### src/rtl/region_arena_bump_allocator_assert.svh
// Assertion macros shared by the allocator RTL.
`ifndef REGION_ARENA_BUMP_ALLOCATOR_ASSERT_SVH
`define REGION_ARENA_BUMP_ALLOCATOR_ASSERT_SVH

// Condition that must hold at every sampled edge outside reset.
`define RABA_ASSERT_ALWAYS(label, clk, rst, cond, msg) \
  label: assert property (@(posedge clk) disable iff (rst) (cond)) \
    else $error(msg);

// Same-cycle implication.
`define RABA_ASSERT_IMPLY(label, clk, rst, ante, cons, msg) \
  label: assert property (@(posedge clk) disable iff (rst) (ante) |-> (cons)) \
    else $error(msg);

// Next-cycle implication.
`define RABA_ASSERT_NEXT(label, clk, rst, ante, cons, msg) \
  label: assert property (@(posedge clk) disable iff (rst) (ante) |=> (cons)) \
    else $error(msg);

`endif

### src/rtl/raba_pkg.sv
// Package with shared widths, codes and types of the region arena allocator.
`default_nettype none

package raba_pkg;

  // Field and register widths
  localparam int CMD_W      = 2;
  localparam int AMOUNT_W   = 17;
  localparam int STATUS_W   = 3;
  localparam int ADDRESS_W  = 16;
  localparam int POSITION_W = 17;
  localparam int SHIFT_W    = 4;
  localparam int SIZE_W     = 13;
  localparam int FILL_W     = 13;
  localparam int CFG_IDX_W  = 1;
  localparam int CFG_DATA_W = 13;
  // Aligned sums: 17-bit amount plus up to 2^15 - 1 of rounding
  localparam int ALIGN_W    = 18;
  localparam int ADDR_CALC_W = 32;
  localparam int SIZE_MAX   = (2 ** SIZE_W) - 1;

  // Parameter defaults
  localparam int REGION_BYTES_DEF = 4096;
  localparam int MAX_REGIONS_DEF  = 16;

  // Register reset values
  localparam logic [SHIFT_W-1:0] ALIGN_SHIFT_RST  = SHIFT_W'(3);
  localparam logic [SIZE_W-1:0]  REGION_BYTES_RST = SIZE_W'(4096);

  // Configuration register indexes
  localparam logic [CFG_IDX_W-1:0] CFG_ALIGN_SHIFT  = CFG_IDX_W'(0);
  localparam logic [CFG_IDX_W-1:0] CFG_REGION_BYTES = CFG_IDX_W'(1);

  typedef enum logic [CMD_W-1:0] {
    CMD_ALLOC  = 2'd0,
    CMD_FREE   = 2'd1,
    CMD_REWIND = 2'd2
  } cmd_t;

  typedef enum logic [STATUS_W-1:0] {
    ST_OK         = 3'd0,
    ST_ZERO_SIZE  = 3'd1,
    ST_TOO_LARGE  = 3'd2,
    ST_NO_REGION  = 3'd3,
    ST_REWIND_IGN = 3'd4
  } status_t;

  typedef enum logic [2:0] {
    S_IDLE,
    S_EXEC,
    S_WALK,
    S_LOAD,
    S_HOLD
  } state_t;

endpackage

`default_nettype wire

### src/rtl/raba_ram.sv
// Generic single-write, single-read RAM with registered read data.
`default_nettype none

module raba_ram #(
  parameter int WIDTH = 8,
  parameter int DEPTH = 16,
  localparam int AW = (DEPTH > 1) ? $clog2(DEPTH) : 1
) (
  input  wire logic             clk,
  input  wire logic             we,
  input  wire logic [AW-1:0]    waddr,
  input  wire logic [WIDTH-1:0] wdata,
  input  wire logic [AW-1:0]    raddr,
  output logic      [WIDTH-1:0] rdata
);

  logic [WIDTH-1:0] mem [DEPTH];

  always_ff @(posedge clk) begin
    if (we) begin
      mem[waddr] <= wdata;
    end
    rdata <= mem[raddr];
  end

endmodule

`default_nettype wire

### src/rtl/region_arena_bump_allocator.sv
// Top level of the region arena bump allocator: command sequencer over a region fill RAM.
// Alloc, unknown command, zero-count free, ignored rewind: result decided in S_EXEC and registered.
// Free or rewind: S_EXEC, then S_WALK, then S_LOAD for each region walked back (at most MAX_REGIONS - 1),
// which waits on the registered read of the region fill RAM on each step back.
// One transaction at a time; a finished result waits in S_HOLD while the output stalls.
// Reset (rst, synchronous): no regions, position 0, align_shift 3, usable size 4096.
`default_nettype none
`include "region_arena_bump_allocator_assert.svh"

module region_arena_bump_allocator
  import raba_pkg::*;
#(
  parameter int REGION_BYTES = REGION_BYTES_DEF,
  parameter int MAX_REGIONS  = MAX_REGIONS_DEF
) (
  input  wire logic                  clk,
  input  wire logic                  rst,
  // configuration write port
  input  wire logic                  cfg_write,
  input  wire logic [CFG_IDX_W-1:0]  cfg_index,
  input  wire logic [CFG_DATA_W-1:0] cfg_data,
  // command channel
  input  wire logic                  req_valid,
  output logic                       req_stall,
  input  wire logic [CMD_W-1:0]      cmd,
  input  wire logic [AMOUNT_W-1:0]   amount,
  // result channel
  output logic                       rsp_valid,
  input  wire logic                  rsp_stall,
  output logic [STATUS_W-1:0]        status,
  output logic [ADDRESS_W-1:0]       address,
  output logic [POSITION_W-1:0]      position
);

  // Region index, region count, and the widest position the regions can hold.
  localparam int IDX_W    = (MAX_REGIONS > 1) ? $clog2(MAX_REGIONS) : 1;
  localparam int MADE_W   = $clog2(MAX_REGIONS + 1);
  localparam int FILL_MAX = (REGION_BYTES < SIZE_MAX) ? REGION_BYTES : SIZE_MAX;
  localparam int POS_W    = $clog2(MAX_REGIONS * FILL_MAX + 1);
  localparam int TW       = (POS_W > AMOUNT_W) ? POS_W : AMOUNT_W;
  localparam logic [SIZE_W-1:0] RSIZE_CAP = SIZE_W'(FILL_MAX);

  state_t state, state_next;

  // Configuration registers
  logic [SHIFT_W-1:0] align_shift;
  logic [SIZE_W-1:0]  region_bytes;

  // Accepted command
  logic [CMD_W-1:0]    cmd_q;
  logic [AMOUNT_W-1:0] amount_q;

  // Allocator state. The fill of the current region is kept in cur_offset as well
  // as in the RAM, so only a walk back across regions has to read the RAM.
  logic [IDX_W-1:0]  cur_region, cur_region_next;
  logic [MADE_W-1:0] regions_made, regions_made_next;
  logic [FILL_W-1:0] cur_offset, cur_offset_next;
  logic [POS_W-1:0]  total_pos, total_pos_next;
  logic [POS_W-1:0]  rem, rem_next;

  // Result parked while the output register is still occupied
  status_t              res_status, res_status_next;
  logic [ADDRESS_W-1:0] res_address, res_address_next;

  // Result load
  logic                 rsp_free;
  logic                 rsp_load;
  status_t              load_status;
  logic [ADDRESS_W-1:0] load_address;
  logic                 finish;
  status_t              fin_status;
  logic [ADDRESS_W-1:0] fin_address;

  // Region fill RAM ports
  logic              ram_we;
  logic [IDX_W-1:0]  ram_waddr;
  logic [FILL_W-1:0] ram_wdata;
  logic [IDX_W-1:0]  ram_raddr;
  logic [FILL_W-1:0] rd_data;

  // Allocation datapath
  logic [SIZE_W-1:0]      rsize;
  logic [ALIGN_W-1:0]     amask;
  logic [ALIGN_W-1:0]     al;
  logic [ALIGN_W-1:0]     al_end;
  logic [ALIGN_W-1:0]     size_up;
  logic                   fits;
  logic                   too_large;
  logic                   has_next;
  logic                   can_make;
  logic [IDX_W-1:0]       new_idx;
  logic [IDX_W-1:0]       idx_sel;
  logic [ALIGN_W-1:0]     al_sel;
  logic [ADDR_CALC_W-1:0] addr_full;

  // Free datapath
  logic [TW-1:0]     total_ext;
  logic [TW-1:0]     amount_ext;
  logic              over_pos;
  logic [POS_W-1:0]  free_rem;
  logic [POS_W-1:0]  rewind_rem;
  logic [FILL_W-1:0] off_eff;
  logic [POS_W-1:0]  off_ext;
  logic [FILL_W-1:0] off_left;

  assign req_stall = (state != S_IDLE);
  assign rsp_free  = !rsp_valid || !rsp_stall;

  // Every region below regions_made had its fill written when it was made, so the
  // walk never reads an entry that was not written: the RAM needs no clearing.
  raba_ram #(
    .WIDTH (FILL_W),
    .DEPTH (MAX_REGIONS)
  ) u_fill_ram (
    .clk   (clk),
    .we    (ram_we),
    .waddr (ram_waddr),
    .wdata (ram_wdata),
    .raddr (ram_raddr),
    .rdata (rd_data)
  );

  // Fetch the fill of the region below the current one; only used on a step back.
  assign ram_raddr = cur_region - IDX_W'(1);

  // Usable size, clamped to the region stride.
  assign rsize = (region_bytes > RSIZE_CAP) ? RSIZE_CAP : region_bytes;

  // Align the current offset, then test the request against the usable size.
  assign amask     = (ALIGN_W'(1) << align_shift) - ALIGN_W'(1);
  assign al        = (ALIGN_W'(cur_offset) + amask) & ~amask;
  assign al_end    = al + ALIGN_W'(amount_q);
  assign fits      = (regions_made != '0) && (al_end <= ALIGN_W'(rsize));
  assign size_up   = (ALIGN_W'(amount_q) + amask) & ~amask;
  assign too_large = size_up > ALIGN_W'(rsize);

  // Region advance: reuse an already made region, else make one while allowed.
  assign has_next = (regions_made != '0) &&
                    ((MADE_W'(cur_region) + MADE_W'(1)) < regions_made);
  assign can_make = regions_made < MADE_W'(MAX_REGIONS);
  assign new_idx  = (regions_made == '0) ? '0 : cur_region + IDX_W'(1);

  assign idx_sel   = fits ? cur_region : new_idx;
  assign al_sel    = fits ? al : '0;
  assign addr_full = ADDR_CALC_W'(idx_sel) * ADDR_CALC_W'(REGION_BYTES) +
                     ADDR_CALC_W'(al_sel);

  // Free count clamped to the position; rewind converts a target into a count.
  assign total_ext  = TW'(total_pos);
  assign amount_ext = TW'(amount_q);
  assign over_pos   = amount_ext > total_ext;
  assign free_rem   = over_pos ? total_pos : POS_W'(amount_ext);
  assign rewind_rem = POS_W'(total_ext - amount_ext);

  // Offset seen by one walk step: the register first, the RAM after a step back.
  assign off_eff  = (state == S_LOAD) ? rd_data : cur_offset;
  assign off_ext  = POS_W'(off_eff);
  assign off_left = off_eff - FILL_W'(rem);

  always_comb begin
    state_next        = state;
    cur_region_next   = cur_region;
    regions_made_next = regions_made;
    cur_offset_next   = cur_offset;
    total_pos_next    = total_pos;
    rem_next          = rem;
    res_status_next   = res_status;
    res_address_next  = res_address;
    finish            = 1'b0;
    fin_status        = ST_OK;
    fin_address       = '0;
    rsp_load          = 1'b0;
    load_status       = res_status;
    load_address      = res_address;
    ram_we            = 1'b0;
    ram_waddr         = cur_region;
    ram_wdata         = cur_offset;

    case (state)
      S_IDLE: begin
        if (req_valid) begin
          state_next = S_EXEC;
        end
      end

      S_EXEC: begin
        case (cmd_q)
          CMD_ALLOC: begin
            finish = 1'b1;
            if (amount_q == '0) begin
              fin_status = ST_ZERO_SIZE;
            end else if (fits) begin
              // Bump within the current region
              cur_offset_next = FILL_W'(al_end);
              total_pos_next  = total_pos + POS_W'(al_end) - POS_W'(cur_offset);
              ram_we          = 1'b1;
              ram_waddr       = cur_region;
              ram_wdata       = FILL_W'(al_end);
              fin_address     = addr_full[ADDRESS_W-1:0];
            end else if (too_large) begin
              fin_status = ST_TOO_LARGE;
            end else if (has_next || can_make) begin
              // Open the next region at offset zero; its tail was never counted
              cur_region_next = new_idx;
              if (!has_next) begin
                regions_made_next = regions_made + MADE_W'(1);
              end
              cur_offset_next = FILL_W'(amount_q);
              total_pos_next  = total_pos + POS_W'(amount_q);
              ram_we          = 1'b1;
              ram_waddr       = new_idx;
              ram_wdata       = FILL_W'(amount_q);
              fin_address     = addr_full[ADDRESS_W-1:0];
            end else begin
              fin_status = ST_NO_REGION;
            end
          end

          CMD_FREE: begin
            if (free_rem == '0) begin
              finish = 1'b1;
            end else begin
              rem_next   = free_rem;
              state_next = S_WALK;
            end
          end

          CMD_REWIND: begin
            if (over_pos) begin
              finish     = 1'b1;
              fin_status = ST_REWIND_IGN;
            end else if (rewind_rem == '0) begin
              finish = 1'b1;
            end else begin
              rem_next   = rewind_rem;
              state_next = S_WALK;
            end
          end

          default: begin
            finish = 1'b1;
          end
        endcase
      end

      S_WALK, S_LOAD: begin
        ram_we    = 1'b1;
        ram_waddr = cur_region;
        if (rem <= off_ext) begin
          // Remainder lies within this region: trim it and stop
          cur_offset_next = off_left;
          total_pos_next  = total_pos - rem;
          ram_wdata       = off_left;
          finish          = 1'b1;
        end else begin
          // Empty this region and step back
          rem_next        = rem - off_ext;
          total_pos_next  = total_pos - off_ext;
          cur_offset_next = '0;
          ram_wdata       = '0;
          if (cur_region == '0) begin
            total_pos_next = '0;
            finish         = 1'b1;
          end else begin
            cur_region_next = cur_region - IDX_W'(1);
            state_next      = S_LOAD;
          end
        end
      end

      S_HOLD: begin
        if (rsp_free) begin
          rsp_load   = 1'b1;
          state_next = S_IDLE;
        end
      end

      default: begin
        state_next = S_IDLE;
      end
    endcase

    // Deliver straight into the output register if it is free, else park the result.
    if (finish) begin
      if (rsp_free) begin
        rsp_load     = 1'b1;
        load_status  = fin_status;
        load_address = fin_address;
        state_next   = S_IDLE;
      end else begin
        res_status_next  = fin_status;
        res_address_next = fin_address;
        state_next       = S_HOLD;
      end
    end
  end

  always_ff @(posedge clk) begin
    if (rst) begin
      state        <= S_IDLE;
      align_shift  <= ALIGN_SHIFT_RST;
      region_bytes <= REGION_BYTES_RST;
      cur_region   <= '0;
      regions_made <= '0;
      cur_offset   <= '0;
      total_pos    <= '0;
      rem          <= '0;
      rsp_valid    <= 1'b0;
    end else begin
      state        <= state_next;
      cur_region   <= cur_region_next;
      regions_made <= regions_made_next;
      cur_offset   <= cur_offset_next;
      total_pos    <= total_pos_next;
      rem          <= rem_next;
      if (cfg_write) begin
        case (cfg_index)
          CFG_ALIGN_SHIFT:  align_shift  <= cfg_data[SHIFT_W-1:0];
          CFG_REGION_BYTES: region_bytes <= cfg_data[SIZE_W-1:0];
          default: begin
          end
        endcase
      end
      if (rsp_load) begin
        rsp_valid <= 1'b1;
      end else if (!rsp_stall) begin
        rsp_valid <= 1'b0;
      end
    end
  end

  // Payload registers
  always_ff @(posedge clk) begin
    if (state == S_IDLE && req_valid) begin
      cmd_q    <= cmd;
      amount_q <= amount;
    end
    res_status  <= res_status_next;
    res_address <= res_address_next;
    if (rsp_load) begin
      status   <= load_status;
      address  <= load_address;
      position <= POSITION_W'(total_pos_next);
    end
  end

  `RABA_ASSERT_ALWAYS(a_cur_below_made, clk, rst,
    regions_made == '0 || MADE_W'(cur_region) < regions_made,
    "current region lies beyond the regions made")
  `RABA_ASSERT_ALWAYS(a_offset_in_pos, clk, rst,
    TW'(cur_offset) <= TW'(total_pos),
    "current offset exceeds the total position")
  `RABA_ASSERT_IMPLY(a_empty_no_pos, clk, rst,
    regions_made == '0, total_pos == '0,
    "position held with no region made")
  `RABA_ASSERT_IMPLY(a_walk_has_rem, clk, rst,
    state == S_WALK || state == S_LOAD, rem != '0,
    "region walk running with nothing left to free")
  `RABA_ASSERT_NEXT(a_made_monotonic, clk, rst,
    state == S_EXEC || state == S_WALK || state == S_LOAD,
    regions_made >= $past(regions_made),
    "region count went down")

endmodule

`default_nettype wire

### config.mk
export PLATFORM = sky130hd
export DESIGN_NAME = region_arena_bump_allocator
export DESIGN_NICKNAME = d
export VERILOG_FILES = /design/src/rtl/raba_pkg.sv /design/src/rtl/raba_ram.sv /design/src/rtl/region_arena_bump_allocator.sv
export VERILOG_INCLUDE_DIRS = /design/src /design/src/rtl
export SDC_FILE = /design/constraint.sdc
export NUM_CORES = 1
export LEC_CHECK = 0
export ABC_AREA = 0
export ABC_CLOCK_PERIOD_IN_PS = 25500
export BUFFER_PORTS_ARGS = -buffer_cell sky130_fd_sc_hd__buf_2
export CAP_MARGIN = 20
export CELL_PAD_IN_SITES_DETAIL_PLACEMENT = 0
export CELL_PAD_IN_SITES_GLOBAL_PLACEMENT = 1
export CORE_UTILIZATION = 50
export CTS_CLUSTER_DIAMETER = 50
export DETAILED_ROUTE_END_ITERATION = 8
export GPL_ROUTABILITY_DRIVEN = 0
export PLACE_DENSITY = 0.89
export SLEW_MARGIN = 25
export SYNTH_ARGS = -nofsm -noshare
export SYNTH_HDL_FRONTEND = slang
export SYNTH_SLANG_ARGS = --single-unit
### constraint.sdc
create_clock -name clk -period 25.5 [get_ports clk]
set_input_delay 3.825 -clock clk [delete_from_list [all_inputs] [get_ports clk]]
set_output_delay 3.825 -clock clk [all_outputs]
set_load 0.02 [all_outputs]
==> impl_metrics.csv, run 1 <==
group,metric,value,unit
status,outcome,"finished clean",
drt,ant_nets,0,
global_route,grt_max_degree,61,
power,ir_drop,0.06400,mV
timing,clock_skew,0.03028,ns
setup_path,worstSetupEndpointType,"register",
clock_network,cts-root-buf,"clkbuf_16",
timing,report.final.slew_viol_count,0,
global_route,grt_pass1_wl,122200,um
drt,routed_wl,81930,um
synthesis,synth_edf_count,282,
clock_network,clockBufferDepth,3,
synthesis,synth_top_area_share,34.14,%
synthesis,avgSynthCellArea,10.46,sq um
setup_path,cpMostUsedCell,"nor2_1",
drt,firstDrtPassIters,6,
setup_path,cp.arrival,10.08,ns
clock_network,clk_latency,0.61,ns
clock_network,postCtsResizedCells,0,
layout,final_common_cell,"edfxtp_1",
synthesis,synthFlopType,"edfxtp_1",
synthesis,synthDistinctLibCells,86,
power,powerDensity,88.59,nW/um^2
timing,worst_pin_slew,1.164,ns
timing,period_share,38.67,%
floorplan,coreArea,48950,sq um
job,cap_violations,0,
global_route,grt_usage,32.43,%
placement,portBuffers,75,
timing,setup_viol,0,
timing,finalHoldViolCount,0,
floorplan,io_pins,76,
timing,finalCriticalPeriod,9.860,ns
floorplan,start_util,50.67,%
synthesis,netlist.top_cell.by_area,"edfxtp_1",
drt,drc,0,
clock_network,cts_tree,"built",
setup_path,start_kind,"register",
floorplan,die-area,50500,sq um
floorplan,row_count,81,
power,p_leak,0.01046,uW
clock_network,cts_buffers,46,
setup_path,criticalPathCategory,"register to register",
timing,rsz0062_at_grt,"false",
synthesis,syn_inst,2371,
global_route,antenna_found_initial,1,
worst_hold_path,worstHoldPathType,"register to register",
layout,final_cell_mix,"282 x edfxtp_1, 192 x ha_1, 166 x nor2_1, 162 x a21oi_1, 155 x nand2_1",
timing,fmax,101.4,MHz
drt,drt-initial-drc-count,2354,
setup_path,cp.required,25.72,ns
synthesis,seq_area_frac_synth,41.41,%
layout,fin_util,56.63,%
layout,area_delta_synth_final,11.76,%
global_route,gr-total-overflow,0,
drt,vias_per_cell,6.599,
clock_network,ctsHoldBuffers,0,
drt,vias,20590,
setup_path,crit_fanout,43,
layout,drive_above_1_share,14.18,%
drt,wl_per_cell,26.26,um
floorplan,chipWidth,224.7,um
synthesis,synth.cell_area,24800,sq um
setup_path,cpPeakStageDelay,0.94,ns
timing,tns,0,ns
clock_network,cts_sinks,372,
layout,fin_nets,2670,
placement,dp_hpwl,59410,um
clock_network,h-tree-depth,2,
floorplan,die_h,224.7,um
synthesis,synth_seq_cells,372,
timing,maxSlewHeadroom,22.18,%
global_route,grt_pass1_vias,19610,
synthesis,synth_area_leaders,"edfxtp_1 34%, ha_1 9.7%, dfxtp_1 7.3%, mux4_2 5.9%, a21oi_1 3.3%",
layout,fill_cells,4129,
synthesis,yosys_warnings,0,
setup_path,slowest_stage,"nor3_2",
clock_network,cts.clk_slew.worst_paths,0.06,ns
clock_network,postCtsSetupBuffers,0,
synthesis,synth-async-reset-ratio,0,%
[Yosys cell counts (all sizes together), types with 21 or more instances]
cell type and number:
a211oi 31, a21o 36, a21oi 168, a31oi 25, and2 25, and3 25, clkbuf 92, dfxtp 90
edfxtp 282, fa 23, ha 193, inv 143, mux2 29, mux2i 32, mux4 65, nand2 155
nand2b 21, nand3 40, nand4 24, nor2 169, nor2b 29, nor3 61, nor4 23, o211ai 35
o21a 41, o21ai 114, o31ai 21, xnor2 81, xor2 42
[kinds of logic after synthesis]
kind of cell	count (synthesis)	synth area share, %
fa+ha+maj	216	11.59
compound gates	650	17.62
buf+inv	255	3.940
simple gates	627	12.48
other cells	1	0.01512
mux	126	8.510
xor+xnor	124	4.434
flops	372	41.41
[layout make-up]
class	instances	area, sq um	area share [%]
Multi-Input combinational cell	1745	13830	49.90
Sequential cell	372	10270	37.06
Clock buffer	53	1219	4.396
Tap cell	664	830.8	2.997
Timing Repair Buffer	106	619.3	2.234
Inverter	145	544.3	1.964
Clock inverter	33	395.4	1.426
Antenna cell	2	5.005	0.01806
[routing by layer]
layer | GRT usage, % | wire [um] | vias to the layer above
met5 | 0 | 0 | -
met4 | 17.56 | 5158 | 0
met3 | 6.845 | 8034 | 296
met2 | 50.08 | 36160 | 1178
met1 | 42.71 | 32580 | 10030
li1 | - | - | 9082
[registers in the layout (all words and copies together) (netlist names)]
register,cells
address,16
align_shift,4
amount_ext,17
cmd_q,2
cur_offset,13
cur_region,4
position,17
region_bytes,13
regions_made,5
rem,17
res_address,16
res_status,3
rsp_valid,1
state,3
status,3
total_ext,17
u_fill_ram.mem,208
u_fill_ram.rdata,13
[through the flow]
step	hold WS (ns)	setup WS [ns]	instance area (sq um)	total power (uW)	std cells
after floorplan	0.4318	17.32	24810	1458	2372
after global placement	0.4408	16.17	25950	1714	3030
after detailed placement	0.4445	15.45	25990	1738	3031
after CTS	0.4532	15.49	27600	2428	3117
after global routing	0.4738	15.23	27710	2561	3118
final	0.4540	15.64	27720	2456	3120
[report_power, final]
part / total, uW / switching [uW] / internal, uW / leakage, uW
Clock: 686 / 283 / 403 / 0.000776
Sequential: 765 / 48.5 / 716 / 0.00325
Combinational: 1000 / 622 / 382 / 0.00644
Total: 2460 / 954 / 1500 / 0.0105
[worst paths after layout]
check / from / end / slack (ns) / cells past startpoint
worst min-delay path: region_bytes[0] / region_bytes[0] / 0.45 / 2
worst min register to register: region_bytes[0] / region_bytes[0] / 0.45 / 2
worst max-delay path: align_shift[3] / u_fill_ram.mem[12][11] / 15.64 / 33
worst max register to register: align_shift[3] / u_fill_ram.mem[12][11] / 15.64 / 33
[critical path: cells and delay by family (launching register included)]
| family | cells | cell delay [ns] |
|---|---|---|
| DFF | 1 | 0.51 |
| muxes | 1 | 0.51 |
| adders and majority gates | 4 | 1.51 |
| and+or+nand+nor | 13 | 3.52 |
| xor gates and xnor gates | 3 | 1.14 |
| buffers and inverters | 2 | 0.59 |
| AOI/OAI and AO/OA | 10 | 1.65 |
Note: power is estimated with default switching activity, not from simulation.
==> inputs of run 2 (changes only) <==
ABC_CLOCK_PERIOD_IN_PS = 9400   (was 25500)
clock period = 9.4 ns   (was 25.5 ns; I/O delays follow)
==> run 2 against run 1 <==
Wire length shrank 1.6%; core utilization grew 0.25 points; critical path depth shrank 2; critical endpoint is now address[2].
==> impl_metrics.csv, run 2 (same netlist as run 1, synthesis figures left out) <==
group,metric,value,unit
timing,worst_pin_slew,1.062,ns
floorplan,die_h,224.7,um
layout,final_common_cell,"edfxtp_1",
layout,antenna_cells,0,
drt,wl_per_cell,25.58,um
timing,tns,0,ns
power,powerDensity,239.3,nW/um^2
setup_path,rr_startpoint,"align_shift[2]",
layout,drive_above_1_share,14.84,%
layout,top_register,"u_fill_ram.mem",
layout,final_cell_mix,"282 x edfxtp_1, 192 x ha_1, 166 x nor2_1, 165 x a21oi_1, 154 x nand2_1",
timing,finalHoldViolCount,0,
drt,drt-initial-drc-count,2391,
global_route,antenna_found_initial,1,
drt,wl_met1,32050,um
clock_network,clk_latency,0.62,ns
drt,drc,0,
layout,largest_reg_flops,208,
setup_path,cpPeakStageDelay,0.78,ns
worst_hold_path,hold_path_end,"region_bytes[0]",
timing,fmax,114.2,MHz
clock_network,h-tree-depth,2,
timing,finalCriticalPeriod,8.758,ns
drt,firstDrtPassIters,8,
timing,period_share,93.17,%
timing,setup_viol,0,
setup_path,cp.arrival,9.24,ns
setup_path,criticalPathCategory,"register to register",
drt,dr_wl_met3,8014,um
drt,routed_wl,80590,um
timing,clock_skew,0.02537,ns
timing,maxSlewHeadroom,29.17,%
floorplan,die-area,50500,sq um
layout,fin_nets,2700,
setup_path,worstSetupEndpointType,"register",
clock_network,clockBufferDepth,3,
floorplan,row_count,81,
status,outcome,"finished clean",
floorplan,coreArea,48950,sq um
setup_path,reg2reg_depth,31,
drt,ant_nets,0,
layout,area_delta_synth_final,12.25,%
power,total_power,6662,uW
clock_network,cts_sinks,372,
drt,vias,20690,
drt,wl_met2,35030,um
placement,dp_slack,0.6399,ns
drt,vias_per_cell,6.569,
setup_path,start_kind,"register",
floorplan,chipWidth,224.7,um
setup_path,slowest_stage,"nor3_1",
setup_path,rrSetupSlack,0.64,ns
power,p_leak,0.01060,uW
setup_path,cp.required,9.88,ns
setup_path,crit_fanout,21,
power,ir_drop,0.1768,mV
placement,portBuffers,75,
worst_hold_path,min_path_cells,2,
timing,report.final.slew_viol_count,0,
global_route,grt_pass1_vias,19630,
placement,dp_hpwl,59050,um
worst_hold_path,worstHoldPathType,"register to register",
worst_hold_path,min_from,"region_bytes[0]",
global_route,grt_usage,31.84,%
clock_network,cts.clk_slew.worst_paths,0.06,ns
setup_path,rr_endpoint,"address[2]",
global_route,grt_pass1_wl,120000,um
global_route,gr-total-overflow,0,
drt,highest_layer,"met5",
clock_network,cts_tree,"built",
floorplan,io_pins,76,
clock_network,cts_buffers,48,
job,cap_violations,0,
timing,rsz0062_at_grt,"false",
clock_network,cts-root-buf,"clkbuf_16",
floorplan,start_util,50.67,%
timing,finalWorstSetupSlack,0.6416,ns
global_route,grt_max_degree,61,
==> run 2: critical path: cells and delay by family (launching register included) <==
| family | cells | cell delay, ns |
|---|---|---|
| simple gates | 10 | 2.68 |
| compound gates | 10 | 2.29 |
| fa+ha+maj | 4 | 1.45 |
| buf+inv | 3 | 0.66 |
| flops | 1 | 0.60 |
| mux | 2 | 0.57 |
| xor+xnor | 2 | 0.35 |
==> run 2: where the power goes <==
group,internal [uW],switching [uW]
clock,1080,794
sequential,1940,134
combinational,1040,1670
total,4070,2600
==> run 2: area by class of cell <==
| type | count | area [sq um] |
|---|---|---|
| Fill cell | 4121 | 21110 |
| Multi-Input combinational cell | 1745 | 13730 |
| Sequential cell | 372 | 10270 |
| Clock buffer | 55 | 1227 |
| Tap cell | 664 | 830.8 |
| Timing Repair Buffer | 134 | 818.3 |
| Inverter | 145 | 544.3 |
| Clock inverter | 35 | 417.9 |
==> run 2: what timing repair did <==
item / CTS / global route
buffers inserted: 0 / 3
hold endpoints to repair: 0 / 0
endpoints found under the setup margin: 0 / 157
hold buffers: 0 / 0
gates resized for setup: 0 / 5
==> run 2: worst max path at each step <==
| stage | startpoint | end | slack (ns) |
|---|---|---|---|
| after floorplan | align_shift[1] | address[15] | 1.22 |
| after global placement | align_shift[2] | u_fill_ram.mem[2][4] | 0.87 |
| after global routing | align_shift[2] | address[15] | 0.08 |
| final | align_shift[2] | address[2] | 0.64 |
| after CTS | align_shift[2] | u_fill_ram.mem[2][11] | 0.56 |
| after detailed placement | align_shift[2] | u_fill_ram.mem[2][1] | 0.64 |
==> run 2: routing by layer <==
metal | vias to the layer above | global-route usage, %
met4 | 2 | 19.42
met2 | 1290 | 47.75
li1 | 9129 | -
met5 | - | 0
met1 | 9964 | 42.45
met3 | 307 | 6.519
==> run 2: metrics by stage <==
step	hold slack (ns)	util (%)	cell area, sq um	std cells
6_report	0.4564	56.87	27840	3150
2_1_floorplan	0.4318	-	24810	2372
4_1_cts	0.4588	56.78	27800	3147
5_1_grt	0.4793	56.87	27840	3150
3_5_place_dp	0.4502	53.42	26150	3057
3_3_place_gp	0.4398	53.37	26120	3057
